==> src/sv/mpd_pkg.sv <==
// Shared codes, field widths and controller/datapath interface structs.
package mpd_pkg;

  localparam int OP_W    = 2;
  localparam int NODE_W  = 5;
  localparam int CNT_W   = 6;
  localparam int OUT_LIMIT = 32;

  localparam logic [OP_W-1:0]  OP_ADD   = 2'd0;
  localparam logic [OP_W-1:0]  OP_CLEAR = 2'd1;
  localparam logic [OP_W-1:0]  OP_FIND  = 2'd2;

  localparam logic [CNT_W-1:0] NODE_COUNT_RST = 6'd32;

  typedef struct packed {
    logic capture;
    logic clr_graph;
    logic rd_a;
    logic wr_a;
    logic rd_b;
    logic wr_b;
    logic q_init;
    logic push;
    logic pop;
    logic pop_ld;
    logic em_rd;
    logic em_load;
    logic out_single;
    logic out_nopath;
  } mpd_cmd_t;

  typedef struct packed {
    logic [OP_W-1:0] op;
    logic            edge_ok;
    logic            start_ok;
    logic            start_eq;
    logic            cand_any;
    logic            hit_finish;
    logic            depth_one;
    logic            out_free;
    logic            em_last;
  } mpd_sts_t;

endpackage

==> src/sv/mpd_ram.sv <==
// Generic simple dual-port RAM, one write port, one registered read port.
module mpd_ram #(
  parameter int WIDTH = 8,
  parameter int DEPTH = 32
) (
  input  logic                     clk,
  input  logic                     wr_en,
  input  logic [$clog2(DEPTH)-1:0] wr_addr,
  input  logic [WIDTH-1:0]         wr_data,
  input  logic                     rd_en,
  input  logic [$clog2(DEPTH)-1:0] rd_addr,
  output logic [WIDTH-1:0]         rd_data
);

  logic [WIDTH-1:0] mem [DEPTH];

  always_ff @(posedge clk) begin
    if (wr_en) begin
      mem[wr_addr] <= wr_data;
    end
    if (rd_en) begin
      rd_data <= mem[rd_addr];
    end
  end

endmodule

==> src/sv/mpd_datapath.sv <==
// Datapath: adjacency and stack memories, visited marks, search registers, output word.
module mpd_datapath #(
  parameter int MAX_NODES = 32
) (
  input  logic                clk,
  input  logic                rst_n,
  input  mpd_pkg::mpd_cmd_t   cmd,
  output mpd_pkg::mpd_sts_t   sts,
  input  logic [15:0]         in_tdata,
  input  logic                cfg_tvalid,
  input  logic [7:0]          cfg_tdata,
  output logic                out_tvalid,
  input  logic                out_tready,
  output logic [7:0]          out_tdata,
  output logic                out_tuser,
  output logic                out_tlast
);

  localparam int IW   = $clog2(MAX_NODES);
  localparam int DW   = $clog2(MAX_NODES + 1);
  localparam int CMPW = (IW > mpd_pkg::NODE_W) ? IW : mpd_pkg::NODE_W;
  localparam logic [MAX_NODES-1:0] ONE = MAX_NODES'(1);

  logic [mpd_pkg::OP_W-1:0]   op_r;
  logic [mpd_pkg::NODE_W-1:0] a_r, b_r;
  logic [mpd_pkg::CNT_W-1:0]  node_count_r;
  logic [MAX_NODES-1:0]       row_vld_r, visited_r, nmask_r;
  logic                       rvld_r;
  logic [IW-1:0]              cur_r;
  logic [DW-1:0]              curj_r, depth_r, k_r;
  logic                       out_valid_r, out_found_r, out_last_r;
  logic [mpd_pkg::NODE_W-1:0] out_node_r;

  logic [IW-1:0]        a_idx, b_idx, j_idx;
  logic [MAX_NODES-1:0] adj_q, row, cand, lowest, nmask_nxt;
  logic [IW-1:0]        path_q;
  logic [DW-1:0]        res_q;
  logic                 adj_wr, adj_rd, path_wr, path_rd;
  logic [IW-1:0]        adj_waddr, adj_raddr, path_waddr, stk_raddr;
  logic [MAX_NODES-1:0] adj_wdata;
  logic [IW-1:0]        path_wdata;
  logic                 ld_any;

  assign a_idx = IW'(a_r);
  assign b_idx = IW'(b_r);

  assign row    = adj_q & {MAX_NODES{rvld_r}};
  assign cand   = row & ~visited_r & ({MAX_NODES{1'b1}} << curj_r) & nmask_r;
  assign lowest = cand & (~cand + ONE);

  always_comb begin
    j_idx = '0;
    for (int i = 0; i < MAX_NODES; i++) begin
      if (lowest[i]) begin
        j_idx = j_idx | IW'(i);
      end
    end
  end

  always_comb begin
    for (int i = 0; i < MAX_NODES; i++) begin
      nmask_nxt[i] = (i < 32'(node_count_r));
    end
  end

  // status back to the controller
  assign sts.op         = op_r;
  assign sts.edge_ok    = (32'(a_r) < MAX_NODES) && (32'(b_r) < MAX_NODES);
  assign sts.start_ok   = (32'(a_r) < MAX_NODES);
  assign sts.start_eq   = (a_r == b_r);
  assign sts.cand_any   = |cand;
  assign sts.hit_finish = (CMPW'(j_idx) == CMPW'(b_r));
  assign sts.depth_one  = (depth_r == DW'(1));
  assign sts.out_free   = !out_valid_r || out_tready;
  assign sts.em_last    = ((32'(k_r) + 32'd1) ==
                           ((32'(depth_r) > mpd_pkg::OUT_LIMIT) ?
                            mpd_pkg::OUT_LIMIT : 32'(depth_r)));

  // adjacency rows
  assign adj_wr    = cmd.wr_a || cmd.wr_b;
  assign adj_waddr = cmd.wr_a ? a_idx : b_idx;
  assign adj_wdata = row | (cmd.wr_a ? (ONE << b_idx) : (ONE << a_idx));
  assign adj_rd    = cmd.rd_a || cmd.rd_b || cmd.q_init || cmd.push || cmd.pop_ld;

  always_comb begin
    adj_raddr = a_idx;
    if (cmd.rd_b) begin
      adj_raddr = b_idx;
    end else if (cmd.push) begin
      adj_raddr = j_idx;
    end else if (cmd.pop_ld) begin
      adj_raddr = path_q;
    end
  end

  mpd_ram #(.WIDTH(MAX_NODES), .DEPTH(MAX_NODES)) u_adj (
    .clk     (clk),
    .wr_en   (adj_wr),
    .wr_addr (adj_waddr),
    .wr_data (adj_wdata),
    .rd_en   (adj_rd),
    .rd_addr (adj_raddr),
    .rd_data (adj_q)
  );

  // path and resume stacks
  assign path_wr    = cmd.q_init || cmd.push;
  assign path_waddr = cmd.push ? IW'(depth_r) : '0;
  assign path_wdata = cmd.push ? j_idx : a_idx;
  assign path_rd    = cmd.pop || cmd.em_rd;
  assign stk_raddr  = cmd.em_rd ? IW'(k_r) : IW'(depth_r - DW'(2));

  mpd_ram #(.WIDTH(IW), .DEPTH(MAX_NODES)) u_path (
    .clk     (clk),
    .wr_en   (path_wr),
    .wr_addr (path_waddr),
    .wr_data (path_wdata),
    .rd_en   (path_rd),
    .rd_addr (stk_raddr),
    .rd_data (path_q)
  );

  mpd_ram #(.WIDTH(DW), .DEPTH(MAX_NODES)) u_resume (
    .clk     (clk),
    .wr_en   (cmd.push),
    .wr_addr (IW'(depth_r - DW'(1))),
    .wr_data (DW'(j_idx) + DW'(1)),
    .rd_en   (cmd.pop),
    .rd_addr (IW'(depth_r - DW'(2))),
    .rd_data (res_q)
  );

  // control state
  always_ff @(posedge clk) begin
    if (!rst_n) begin
      node_count_r <= mpd_pkg::NODE_COUNT_RST;
      row_vld_r    <= '0;
      visited_r    <= '0;
      depth_r      <= '0;
      out_valid_r  <= 1'b0;
    end else begin
      if (cfg_tvalid) begin
        node_count_r <= cfg_tdata[mpd_pkg::CNT_W-1:0];
      end
      if (cmd.clr_graph) begin
        row_vld_r <= '0;
      end else if (adj_wr) begin
        row_vld_r <= row_vld_r | (ONE << adj_waddr);
      end
      if (cmd.q_init) begin
        visited_r <= ONE << a_idx;
        depth_r   <= DW'(1);
      end else if (cmd.push) begin
        visited_r <= visited_r | (ONE << j_idx);
        depth_r   <= depth_r + DW'(1);
      end else if (cmd.pop) begin
        depth_r   <= depth_r - DW'(1);
      end else if (cmd.out_nopath) begin
        depth_r   <= '0;
      end
      if (ld_any) begin
        out_valid_r <= 1'b1;
      end else if (out_tready) begin
        out_valid_r <= 1'b0;
      end
    end
  end

  assign ld_any = cmd.em_load || cmd.out_single || cmd.out_nopath;

  // payload
  always_ff @(posedge clk) begin
    if (cmd.capture) begin
      op_r <= in_tdata[1:0];
      a_r  <= in_tdata[6:2];
      b_r  <= in_tdata[11:7];
    end
    if (adj_rd) begin
      rvld_r <= row_vld_r[adj_raddr];
    end
    if (cmd.q_init) begin
      cur_r   <= a_idx;
      curj_r  <= '0;
      k_r     <= '0;
      nmask_r <= nmask_nxt;
    end else if (cmd.push) begin
      cur_r  <= j_idx;
      curj_r <= '0;
    end else if (cmd.pop_ld) begin
      cur_r  <= path_q;
      curj_r <= res_q;
    end else if (cmd.em_load) begin
      k_r <= k_r + DW'(1);
    end
    if (cmd.em_load) begin
      out_node_r  <= mpd_pkg::NODE_W'(path_q);
      out_found_r <= 1'b1;
      out_last_r  <= sts.em_last;
    end else if (cmd.out_single) begin
      out_node_r  <= a_r;
      out_found_r <= 1'b1;
      out_last_r  <= 1'b1;
    end else if (cmd.out_nopath) begin
      out_node_r  <= '0;
      out_found_r <= 1'b0;
      out_last_r  <= 1'b1;
    end
  end

  assign out_tvalid = out_valid_r;
  assign out_tdata  = 8'(out_node_r);
  assign out_tuser  = out_found_r;
  assign out_tlast  = out_last_r;

  a_depth_bound: assert property (@(posedge clk) disable iff (!rst_n)
    32'(depth_r) <= MAX_NODES)
    else $error("stack depth beyond node range");

  a_push_marks: assert property (@(posedge clk) disable iff (!rst_n)
    cmd.push |=> visited_r[cur_r])
    else $error("pushed node not marked visited");

  a_load_free: assert property (@(posedge clk) disable iff (!rst_n)
    ld_any |-> (!out_valid_r || out_tready))
    else $error("output word overwritten");

endmodule

==> src/sv/mpd_ctrl.sv <==
// Controller state machine: decodes items, steps edge updates, search and path readout.
module mpd_ctrl (
  input  logic              clk,
  input  logic              rst_n,
  input  logic              in_tvalid,
  output logic              in_tready,
  input  mpd_pkg::mpd_sts_t sts,
  output mpd_pkg::mpd_cmd_t cmd
);

  localparam logic [3:0] S_IDLE   = 4'd0;
  localparam logic [3:0] S_DECODE = 4'd1;
  localparam logic [3:0] S_A_RD   = 4'd2;
  localparam logic [3:0] S_A_WR   = 4'd3;
  localparam logic [3:0] S_B_RD   = 4'd4;
  localparam logic [3:0] S_B_WR   = 4'd5;
  localparam logic [3:0] S_SCAN   = 4'd6;
  localparam logic [3:0] S_POP_LD = 4'd7;
  localparam logic [3:0] S_EM_RD  = 4'd8;
  localparam logic [3:0] S_EM_OUT = 4'd9;
  localparam logic [3:0] S_SINGLE = 4'd10;
  localparam logic [3:0] S_NOPATH = 4'd11;

  logic [3:0] state_r, state_nxt;

  assign in_tready = (state_r == S_IDLE);

  always_comb begin
    state_nxt = state_r;
    cmd       = '0;
    unique case (state_r)
      S_IDLE: begin
        if (in_tvalid) begin
          cmd.capture = 1'b1;
          state_nxt   = S_DECODE;
        end
      end
      S_DECODE: begin
        unique case (sts.op)
          mpd_pkg::OP_ADD: begin
            state_nxt = sts.edge_ok ? S_A_RD : S_IDLE;
          end
          mpd_pkg::OP_CLEAR: begin
            cmd.clr_graph = 1'b1;
            state_nxt     = S_IDLE;
          end
          mpd_pkg::OP_FIND: begin
            if (!sts.start_ok) begin
              state_nxt = S_NOPATH;
            end else if (sts.start_eq) begin
              state_nxt = S_SINGLE;
            end else begin
              cmd.q_init = 1'b1;
              state_nxt  = S_SCAN;
            end
          end
          default: begin
            state_nxt = S_IDLE;
          end
        endcase
      end
      S_A_RD: begin
        cmd.rd_a  = 1'b1;
        state_nxt = S_A_WR;
      end
      S_A_WR: begin
        cmd.wr_a  = 1'b1;
        state_nxt = S_B_RD;
      end
      S_B_RD: begin
        cmd.rd_b  = 1'b1;
        state_nxt = S_B_WR;
      end
      S_B_WR: begin
        cmd.wr_b  = 1'b1;
        state_nxt = S_IDLE;
      end
      S_SCAN: begin
        if (sts.cand_any) begin
          cmd.push  = 1'b1;
          state_nxt = sts.hit_finish ? S_EM_RD : S_SCAN;
        end else if (sts.depth_one) begin
          state_nxt = S_NOPATH;
        end else begin
          cmd.pop   = 1'b1;
          state_nxt = S_POP_LD;
        end
      end
      S_POP_LD: begin
        cmd.pop_ld = 1'b1;
        state_nxt  = S_SCAN;
      end
      S_EM_RD: begin
        cmd.em_rd = 1'b1;
        state_nxt = S_EM_OUT;
      end
      S_EM_OUT: begin
        if (sts.out_free) begin
          cmd.em_load = 1'b1;
          state_nxt   = sts.em_last ? S_IDLE : S_EM_RD;
        end
      end
      S_SINGLE: begin
        if (sts.out_free) begin
          cmd.out_single = 1'b1;
          state_nxt      = S_IDLE;
        end
      end
      S_NOPATH: begin
        if (sts.out_free) begin
          cmd.out_nopath = 1'b1;
          state_nxt      = S_IDLE;
        end
      end
      default: begin
        state_nxt = S_IDLE;
      end
    endcase
  end

  always_ff @(posedge clk) begin
    if (!rst_n) begin
      state_r <= S_IDLE;
    end else begin
      state_r <= state_nxt;
    end
  end

  a_ready_idle: assert property (@(posedge clk) disable iff (!rst_n)
    (in_tvalid && in_tready) |=> (state_r == S_DECODE))
    else $error("accepted word not decoded");

  a_scan_cmds: assert property (@(posedge clk) disable iff (!rst_n)
    $onehot0({cmd.push, cmd.pop, cmd.pop_ld, cmd.q_init, cmd.em_rd}))
    else $error("conflicting stack commands");

  a_emit_entry: assert property (@(posedge clk) disable iff (!rst_n)
    (state_r == S_EM_RD) |-> ($past(cmd.push) || $past(cmd.em_load)))
    else $error("path readout entered without a hit");

endmodule

==> src/sv/maze_path_dfs.sv <==
// Top level of the depth-first path finder over an adjacency bit matrix.
// Edge word: decode, rows a and b read/write; clear/unused op: decode. A word is
// accepted only when idle. Query: decode, scan per forward step, pop and reload per
// backtrack, registered stack read per path node; start equal to finish or no path:
// one output word. The output word register lets the next item enter while the last
// result waits. Reset (synchronous, rst_n low) empties the graph via row valid bits.
module maze_path_dfs #(
  parameter int MAX_NODES = 32
) (
  input  logic        clk,
  input  logic        rst_n,
  input  logic        in_tvalid,
  output logic        in_tready,
  input  logic [15:0] in_tdata,   // op[1:0], node_a[6:2], node_b[11:7]
  output logic        out_tvalid,
  input  logic        out_tready,
  output logic [7:0]  out_tdata,  // node[4:0]
  output logic        out_tuser,  // found[0]
  output logic        out_tlast,
  input  logic        cfg_tvalid,
  output logic        cfg_tready,
  input  logic [7:0]  cfg_tdata   // node_count[5:0]
);

  mpd_pkg::mpd_cmd_t cmd;
  mpd_pkg::mpd_sts_t sts;

  assign cfg_tready = 1'b1;

  mpd_ctrl u_ctrl (
    .clk       (clk),
    .rst_n     (rst_n),
    .in_tvalid (in_tvalid),
    .in_tready (in_tready),
    .sts       (sts),
    .cmd       (cmd)
  );

  mpd_datapath #(.MAX_NODES(MAX_NODES)) u_dp (
    .clk        (clk),
    .rst_n      (rst_n),
    .cmd        (cmd),
    .sts        (sts),
    .in_tdata   (in_tdata),
    .cfg_tvalid (cfg_tvalid),
    .cfg_tdata  (cfg_tdata),
    .out_tvalid (out_tvalid),
    .out_tready (out_tready),
    .out_tdata  (out_tdata),
    .out_tuser  (out_tuser),
    .out_tlast  (out_tlast)
  );

endmodule
==> config.mk <==
export PLATFORM = sky130hd
export DESIGN_NAME = maze_path_dfs
export DESIGN_NICKNAME = d
export VERILOG_FILES = /design/src/sv/mpd_pkg.sv /design/src/sv/mpd_ram.sv /design/src/sv/mpd_datapath.sv /design/src/sv/mpd_ctrl.sv /design/src/sv/maze_path_dfs.sv
export SDC_FILE = /design/constraint.sdc
export NUM_CORES = 2
export LEC_CHECK = 0
export ABC_CLOCK_PERIOD_IN_PS = 5700
export BUFFER_PORTS_ARGS = -buffer_cell sky130_fd_sc_hd__buf_2
export CORE_MARGIN = 4
export CORE_UTILIZATION = 60
export CTS_CLUSTER_SIZE = 8
export DETAILED_ROUTE_END_ITERATION = 10
export PLACE_DENSITY_LB_ADDON = 0.15
export SLEW_MARGIN = 30
export SYNTH_ARGS = -nofsm -noshare
export SYNTH_HDL_FRONTEND = slang
export SYNTH_SLANG_ARGS = --single-unit
==> constraint.sdc <==
create_clock -name clk -period 5.7 [get_ports clk]
set_clock_uncertainty 0.05 [all_clocks]
set_input_delay 1.14 -clock clk [delete_from_list [all_inputs] [get_ports clk]]
set_output_delay 1.14 -clock clk [all_outputs]
set_load 0.01 [all_outputs]
; After elaboration in Yosys (flattened, before gate mapping)
; Memory sizes are Yosys's and may differ from the RTL's. A register that Yosys moved wholly into a read port is not among the register bits.
; Index checks and enable logic that the tools add are counted.
[word_totals]
n_memories = 3
wordCells = 290
output_inout_bits = 13
ramBits = 1376
ff_bits = 145
[classes]
shift = 5
n_eq_ne = 26
mux = 170
add_sub_neg = 7
bitwise = 10
n_reduce_logical = 19
n_lt_le_gt_ge = 34
[mem_list]
columns = name, depth, width, read_ports, rd_clocked_by_memory_dff, wr, line
row1 = u_dp.u_adj.mem, 32, 32, 1, 1, 1, mpd_ram.sv:15  ; logic [WIDTH-1:0] mem [DEPTH];
row2 = u_dp.u_resume.mem, 32, 6, 1, 1, 1, mpd_ram.sv:15
row3 = u_dp.u_path.mem, 32, 5, 1, 1, 1, mpd_ram.sv:15
[ops]
columns = op, count
row1 = $mux 32, 11
row2 = $mux 6, 31
row3 = $and 32x32->32, 5
row4 = $mux 5, 32
row5 = $shl 1x5->32 const A, 4
row6 = $mux 4, 28
row7 = $lt 5x6->1 const A, 16
row8 = $or 32x32->32, 3
row9 = $not 32->32, 2
row10 = $mux 1, 58
row11 = $lt 4x6->1 const A, 8
row12 = $pmux 4 s11, 1
row13 = $add 32x1->32 const B, 1
row14 = $eq 32x32->1, 1
row15 = $reduce_or 32->1, 1
row16 = $shl 32x6->32 const A, 1
row17 = $lt 3x6->1 const A, 4
row18 = $eq 4x3->1 const B, 4
row19 = $eq 4x4->1 const B, 4
row20 = $add 6x1->6 const B, 2
row21 = $lt 1x6->1 const A, 2
row22 = $lt 2x6->1 const A, 2
row23 = $mux 3, 4
row24 = $eq 5x5->1, 2
row25 = other kinds (26), 44

; Depth between registers and ports, before layout
[logic_depth]
word_depth = 45
depth_mapped = 19

; Modules after synthesis
; Synthesis repeated with hierarchy kept, for this count alone.
[hier_totals]
cells_unflattened = 4032
area_unflattened_um2 = 64553.2
[by_module_without_submodules]
columns = module, cells_per_inst, area_each_um2, n_inst
row1 = mpd_ram at u_dp.u_adj, 2260, 40805.4, 1
row2 = mpd_datapath, 1104, 9248.9, 1
row3 = mpd_ram at u_dp.u_resume, 323, 7649.8, 1
row4 = mpd_ram at u_dp.u_path, 277, 6394.9, 1
row5 = mpd_ctrl, 66, 442.9, 1
row6 = maze_path_dfs, 2, 11.3, 1

; Least setup slack after synthesis
; OpenSTA, ideal clock, no wires.
[synth_path]
kind = reg-to-reg
from = register u_dp.rvld_r
to = memory u_dp.u_resume.mem[0][4] (netlist name) (data pin)
stages_incl_launch_ff = 16
n_path_buf = 3
period_less_slack_ps = 4922
setup_slack_ps = 778
required_time_ps = 5263
t_arrival_ps = 4485
path_cell_list = edfxtp_1 > buf_2 > or3b_1 > buf_4 > a21o_1 > o21bai_2 > buf_2 > nor2_1 > nand2_1 > o211ai_1 > nor2_1 > inv_1 > ha_1 > nand2_1 > nor2_1 > xnor2_1
[synth_between]
elab_chain_cells = 39
[synth_rtl]
columns = item, line
row1 = from (decl), mpd_datapath.sv:28  ; logic rvld_r;
row2 = from (signal assigned), mpd_datapath.sv:179  ; rvld_r <= row_vld_r[adj_raddr];
row3 = $and 32x32->32 (*), mpd_datapath.sv:47  ; assign row = adj_q & {MAX_NODES{rvld_r}};
row4 = $and 32x32->32 (*) (3 in a row), mpd_datapath.sv:48  ; assign cand = row & ~visited_r & ({MAX_NODES{1'b1}} << curj_r) & nmask_r;
row5 = $not 32->32, mpd_datapath.sv:49  ; assign lowest = cand & (~cand + ONE);
row6 = $add 32x1->32, mpd_datapath.sv:49
row7 = $and 32x32->32 (*), mpd_datapath.sv:49
row8 = $mux 1, mpd_datapath.sv:54  ; if (lowest[i]) begin
row9 = $mux 2 (2 in a row), mpd_datapath.sv:54
row10 = $mux 3 (4 in a row), mpd_datapath.sv:54
row11 = $mux 4 (8 in a row), mpd_datapath.sv:54
row12 = $mux 5 (15 in a row), mpd_datapath.sv:54
row13 = $mux 5 (*), mpd_datapath.sv:54
row14 = $add 5x1->6 (*), mpd_datapath.sv:127  ; .wr_data (DW'(j_idx) + DW'(1)),
row15 = net u_dp.u_resume.wr_data[4], mpd_ram.sv:9  ; input logic [WIDTH-1:0] wr_data,
row16 = to (decl), mpd_ram.sv:15
; The timed path passes the listed nets; every way through them passes the cells marked *.

; Worst setup path after layout
[layout_path]
from = register u_dp.rvld_r
to = register u_dp.u_adj.rd_data[10], read port of u_dp.u_adj.mem (data pin)
[layout_between]
elab_chain_cells = 41
[layout_rtl]
columns = item, line
row1 = $and 32x32->32 (*), mpd_datapath.sv:47
row2 = $and 32x32->32 (*) (3 in a row), mpd_datapath.sv:48
row3 = $not 32->32, mpd_datapath.sv:49
row4 = $add 32x1->32, mpd_datapath.sv:49
row5 = $and 32x32->32, mpd_datapath.sv:49
row6 = $mux 1, mpd_datapath.sv:54
row7 = $mux 2 (2 in a row), mpd_datapath.sv:54
row8 = $mux 3 (4 in a row), mpd_datapath.sv:54
row9 = $mux 4 (8 in a row), mpd_datapath.sv:54
row10 = $mux 5 (16 in a row), mpd_datapath.sv:54
row11 = $mux 5, mpd_datapath.sv:89  ; end else if (cmd.push) begin
row12 = $mux 5 (2 in a row), mpd_datapath.sv:87  ; if (cmd.rd_b) begin
row13 = to (decl), mpd_ram.sv:12  ; output logic [WIDTH-1:0] rd_data
; Every way passes the cells marked *; elsewhere a longest branch is shown, timed or not. The select of a mux whose other input is x is not followed.
; A chain may end at the register's enable or synchronous reset.

==> metrics.csv <==
stage,metric,value,unit
route,Routed Antenna Nets,0,
yosys,"Avg Cell Area, Syn",13.0,sq um
route,TritonRoute pass-1 iters,6,
setup_path,Worst EP required,6.28,ns
route,residual DRC count,0,
clock_tree,CTS tree,done,
sta,"Hold Vio Cnt, Final",0,
grt,global-route wire length before repair,258000,microns
clock_tree,CTS root buf,clkbuf_16,
floorplanning,Die Wd,337,microns
setup_path,CP Launch Type,register,
setup_path,critical path peak fanout,20,
worst_hold_path,hold depth,1,
sta,"Slew Viols, Final",0,
sta,RSZ-0062 raised after global routing,no,
setup_path,"setup slack, reg-to-reg",0.19,ns
yosys,Yosys warnings,0,
placement,Inst Count DP,6264,
clock_tree,clock sinks,1564,
floorplanning,Rows,120,
power,worst ir drop on vdd,0.276,mV
yosys,number of synthesized register bits,1564,
power,total power,27300,uW
placement,pre-CTS setup slack,0.282,ns
setup_path,Reg2Reg Launch Point,u_dp.rvld_r$_DFFE_PP_,
grt,antenna violations before repair,4,
yosys,synth cell count leaders,"1,470 x edfxtp_1, 1,077 x nand2_1, 304 x nand3_1",
route,DR vias/cell,6.55,
floorplanning,die height,337,microns
yosys,Synth area leaders,"edfxtp_1 68%, nand2_1 6.2%, dfxtp_1 2.9%, nand3_1 2.3%, mux4_2 2.2%",
grt,most used routing layer,met2,
floorplanning,core area,0.107,sq mm
route,average wire per standard cell,26.7,microns
worst_hold_path,path type of the worst min-delay path,register to register,
cells_and_area,layout cell share with drive strength beyond 1,0.129,
clock_tree,hold bufs inserted after CTS,0,
clock_tree,Clock H-tree levels,4,
grt,vias in the first global route,40700,
run,max capacitance violation total,0,
power,Pwr per Cell Area,370,mW/mm^2
sta,Tmin final,5.51,ns
yosys,Post-Synthesis Cells,4974,
clock_tree,clock buffer depth,3,
route,drt initial violations,5858,
setup_path,CP Launch Point,u_dp.rvld_r$_DFFE_PP_,
power,leakage power,0.0246,uW
grt,M3 GR Usage,0.0624,
yosys,most frequent cell after synthesis,edfxtp_1,
yosys,Synth Flop Type,edfxtp_1,
clock_tree,post-CTS sizing,0,
worst_hold_path,WHS Endpoint,u_dp.row_vld_r[15]$_SDFFE_PN0P_,
run_status,status,finished clean,
floorplanning,Ports,42,
sta,worst slew pin tran,1.02,ns
setup_path,arrival time at the worst endpoint,6.09,ns
placement,gp weighted congestion,0.951,
placement,I/O Buffers,31,
setup_path,reg-to-reg critical path endpoint,u_dp.u_adj.rd_data[10]$_DFFE_PP_,
sta,final setup violation count,0,
sta,"Worst Setup Slack, final",0.193,ns
grt,met2 Use GR,0.462,
sta,fmax,182,MHz
grt,largest net degree at the start of global routing,81,
clock_tree,worst skew pair latency,0.81,ns
yosys,Yosys top cell by area,edfxtp_1,
grt,M1 GR Usage,0.454,
setup_path,CP Class,register to register,
yosys,synth unique cells,94,
floorplanning,Starting Density,0.605,
yosys,top cell type's share of synthesized area,0.682,
setup_path,path depth of the worst reg2reg path,17,
yosys,Post-synth EDFFs,1470,
grt,GRT Resource Usage Total,0.307,
sta,Slew headroom,0.318,
setup_path,Setup crit end kind,register,
cells_and_area,Layout Area Growth over Synthesis,13.8,%
cells_and_area,NumNets Final,5127,
yosys,Async SR Flop Fraction,0,
floorplanning,die area,0.113,sq mm
worst_hold_path,worst hold start,u_dp.row_vld_r[15]$_SDFFE_PN0P_,
route,vias,42900,
placement,DP Wirelength,104000,microns
clock_tree,CTS buffer count,213,
yosys,Mapped Area,0.0648,sq mm
cells_and_area,Final Non-Filler Cells,6558,
sta,Setup Total Neg Slack,0,ns
sta,fin crit share,0.966,
route,Total Wirelength,175000,microns
grt,remaining global-route overflow,0,
clock_tree,post-CTS setup buffer count,0,
sta,Fin Hold WS,0.412,ns
yosys,register area share after synthesis,0.711,
clock_tree,clk slew on worst S/H paths,0.05,ns
==> cell usage in the layout, fill, tap and decap left out, types with 12 or more instances in the layout <==
cell type | netlist | final
buf_12 | 0 | 34
o21ai_0 | 140 | 139
a21oi_1 | 259 | 256
nor2b_1 | 13 | 13
clkbuf_16 | 0 | 215
and3_1 | 19 | 18
nand3_1 | 304 | 304
xnor2_1 | 21 | 19
nand4_1 | 176 | 176
nor2_4 | 0 | 34
o221ai_2 | 0 | 29
buf_4 | 8 | 173
or2_2 | 13 | 13
a21o_1 | 139 | 137
nand2b_1 | 13 | 13
nor2_1 | 204 | 167
a41oi_1 | 31 | 31
clkbuf_1 | 189 | 59
nand3b_1 | 15 | 15
a211oi_1 | 78 | 78
ha_1 | 17 | 15
a311oi_1 | 21 | 21
edfxtp_1 | 1470 | 1470
a221oi_1 | 36 | 36
o21a_1 | 38 | 38
nand2_1 | 1077 | 1077
dfxtp_1 | 94 | 92
o211ai_1 | 12 | 12
inv_1 | 19 | 18
and2_1 | 53 | 50
buf_2 | 138 | 31
nor3_1 | 48 | 48
a31oi_1 | 39 | 39
mux4_2 | 62 | 62
==> area by class of cell <==
cell class / count / area, sq um
Sequential cell: 1564 / 46000
Fill cell: 7205 / 33400
Multi-Input combinational cell: 3038 / 17800
Clock buffer: 274 / 5600
Timing Repair Buffer: 243 / 2230
Tap cell: 1403 / 1760
Clock inverter: 13 / 216
Inverter: 21 / 78.8
Antenna cell: 2 / 5.00
==> sequential cells by signal, summed over array words and instances (netlist names), 2 cells and up <==
name,flops
u_ctrl.state_r,4
u_dp.a_idx,5
u_dp.b_idx,5
u_dp.curj_r,6
u_dp.depth_r,6
u_dp.k_r,6
u_dp.nmask_r,32
u_dp.node_count_r,6
u_dp.op_r,2
u_dp.out_node_r,5
u_dp.row_vld_r,32
u_dp.u_adj.mem,1024
u_dp.u_adj.rd_data,32
u_dp.u_path.mem,160
u_dp.u_path.rd_data,5
u_dp.u_resume.mem,192
u_dp.u_resume.rd_data,6
u_dp.visited_r,32
==> how the worst max path moves through the flow <==
stage	endpoint	slack, ns	depth (start not counted)
2_1_floorplan	u_dp.u_resume.mem[0][4]$_DFFE_PP_	0.78	15
4_1_cts	u_dp.u_adj.rd_data[10]$_DFFE_PP_	0.26	16
5_1_grt	u_dp.u_adj.rd_data[6]$_DFFE_PP_	0.02	16
3_5_place_dp	u_dp.u_adj.rd_data[10]$_DFFE_PP_	0.28	16
3_3_place_gp	u_dp.u_adj.rd_data[10]$_DFFE_PP_	0.12	15
6_report	u_dp.u_adj.rd_data[10]$_DFFE_PP_	0.19	17
==> logic make-up after synthesis <==
logic type,count (synthesis),share of synthesized area
buffers and inverters,374,0.0249
xor gates and xnor gates,32,0.00433
other,2,0.000116
DFF,1564,0.711
muxes,79,0.0243
adders and majority gates,17,0.00328
AOI/OAI and AO/OA,905,0.0933
and+or+nand+nor,2001,0.139
==> metrics by stage <==
step,util,cell area [sq um]
after global placement,0.633,67700
after CTS,0.688,73600
after global routing,0.688,73700
after floorplan,-,64800
final,0.688,73700
after detailed placement,0.633,67800
==> report_power, final <==
group          internal (uW)  switching (uW)  leakage, uW
Clock                   6740            4490      0.00282
Sequential             13000             119       0.0141
Combinational            796            2090      0.00768
Total                  20600            6700       0.0246
==> layer usage <==
layer | vias to the layer above | routed length [microns]
li1 | 18800 | -
met1 | 21200 | 70300
met2 | 2529 | 79500
met3 | 369 | 19900
met4 | 0 | 5270
met5 | - | 0
==> critical path, cell delays in order, from the launching register on <==
cell and delay, ns:
edfxtp_1 0.60, buf_4 0.29, nor4bb_1 0.50, o211ai_1 0.32
nand4_1 0.32, nor4_1 0.15, a211oi_1 0.26, o211ai_1 0.26
o31ai_4 0.66, buf_6 0.27, buf_6 0.15, buf_4 0.25
buf_4 0.26, nand2_1 0.07, a21o_1 0.15, nand4_1 0.10
nand4_1 0.34, a41oi_1 0.30
(Power assumes the default switching activity.)
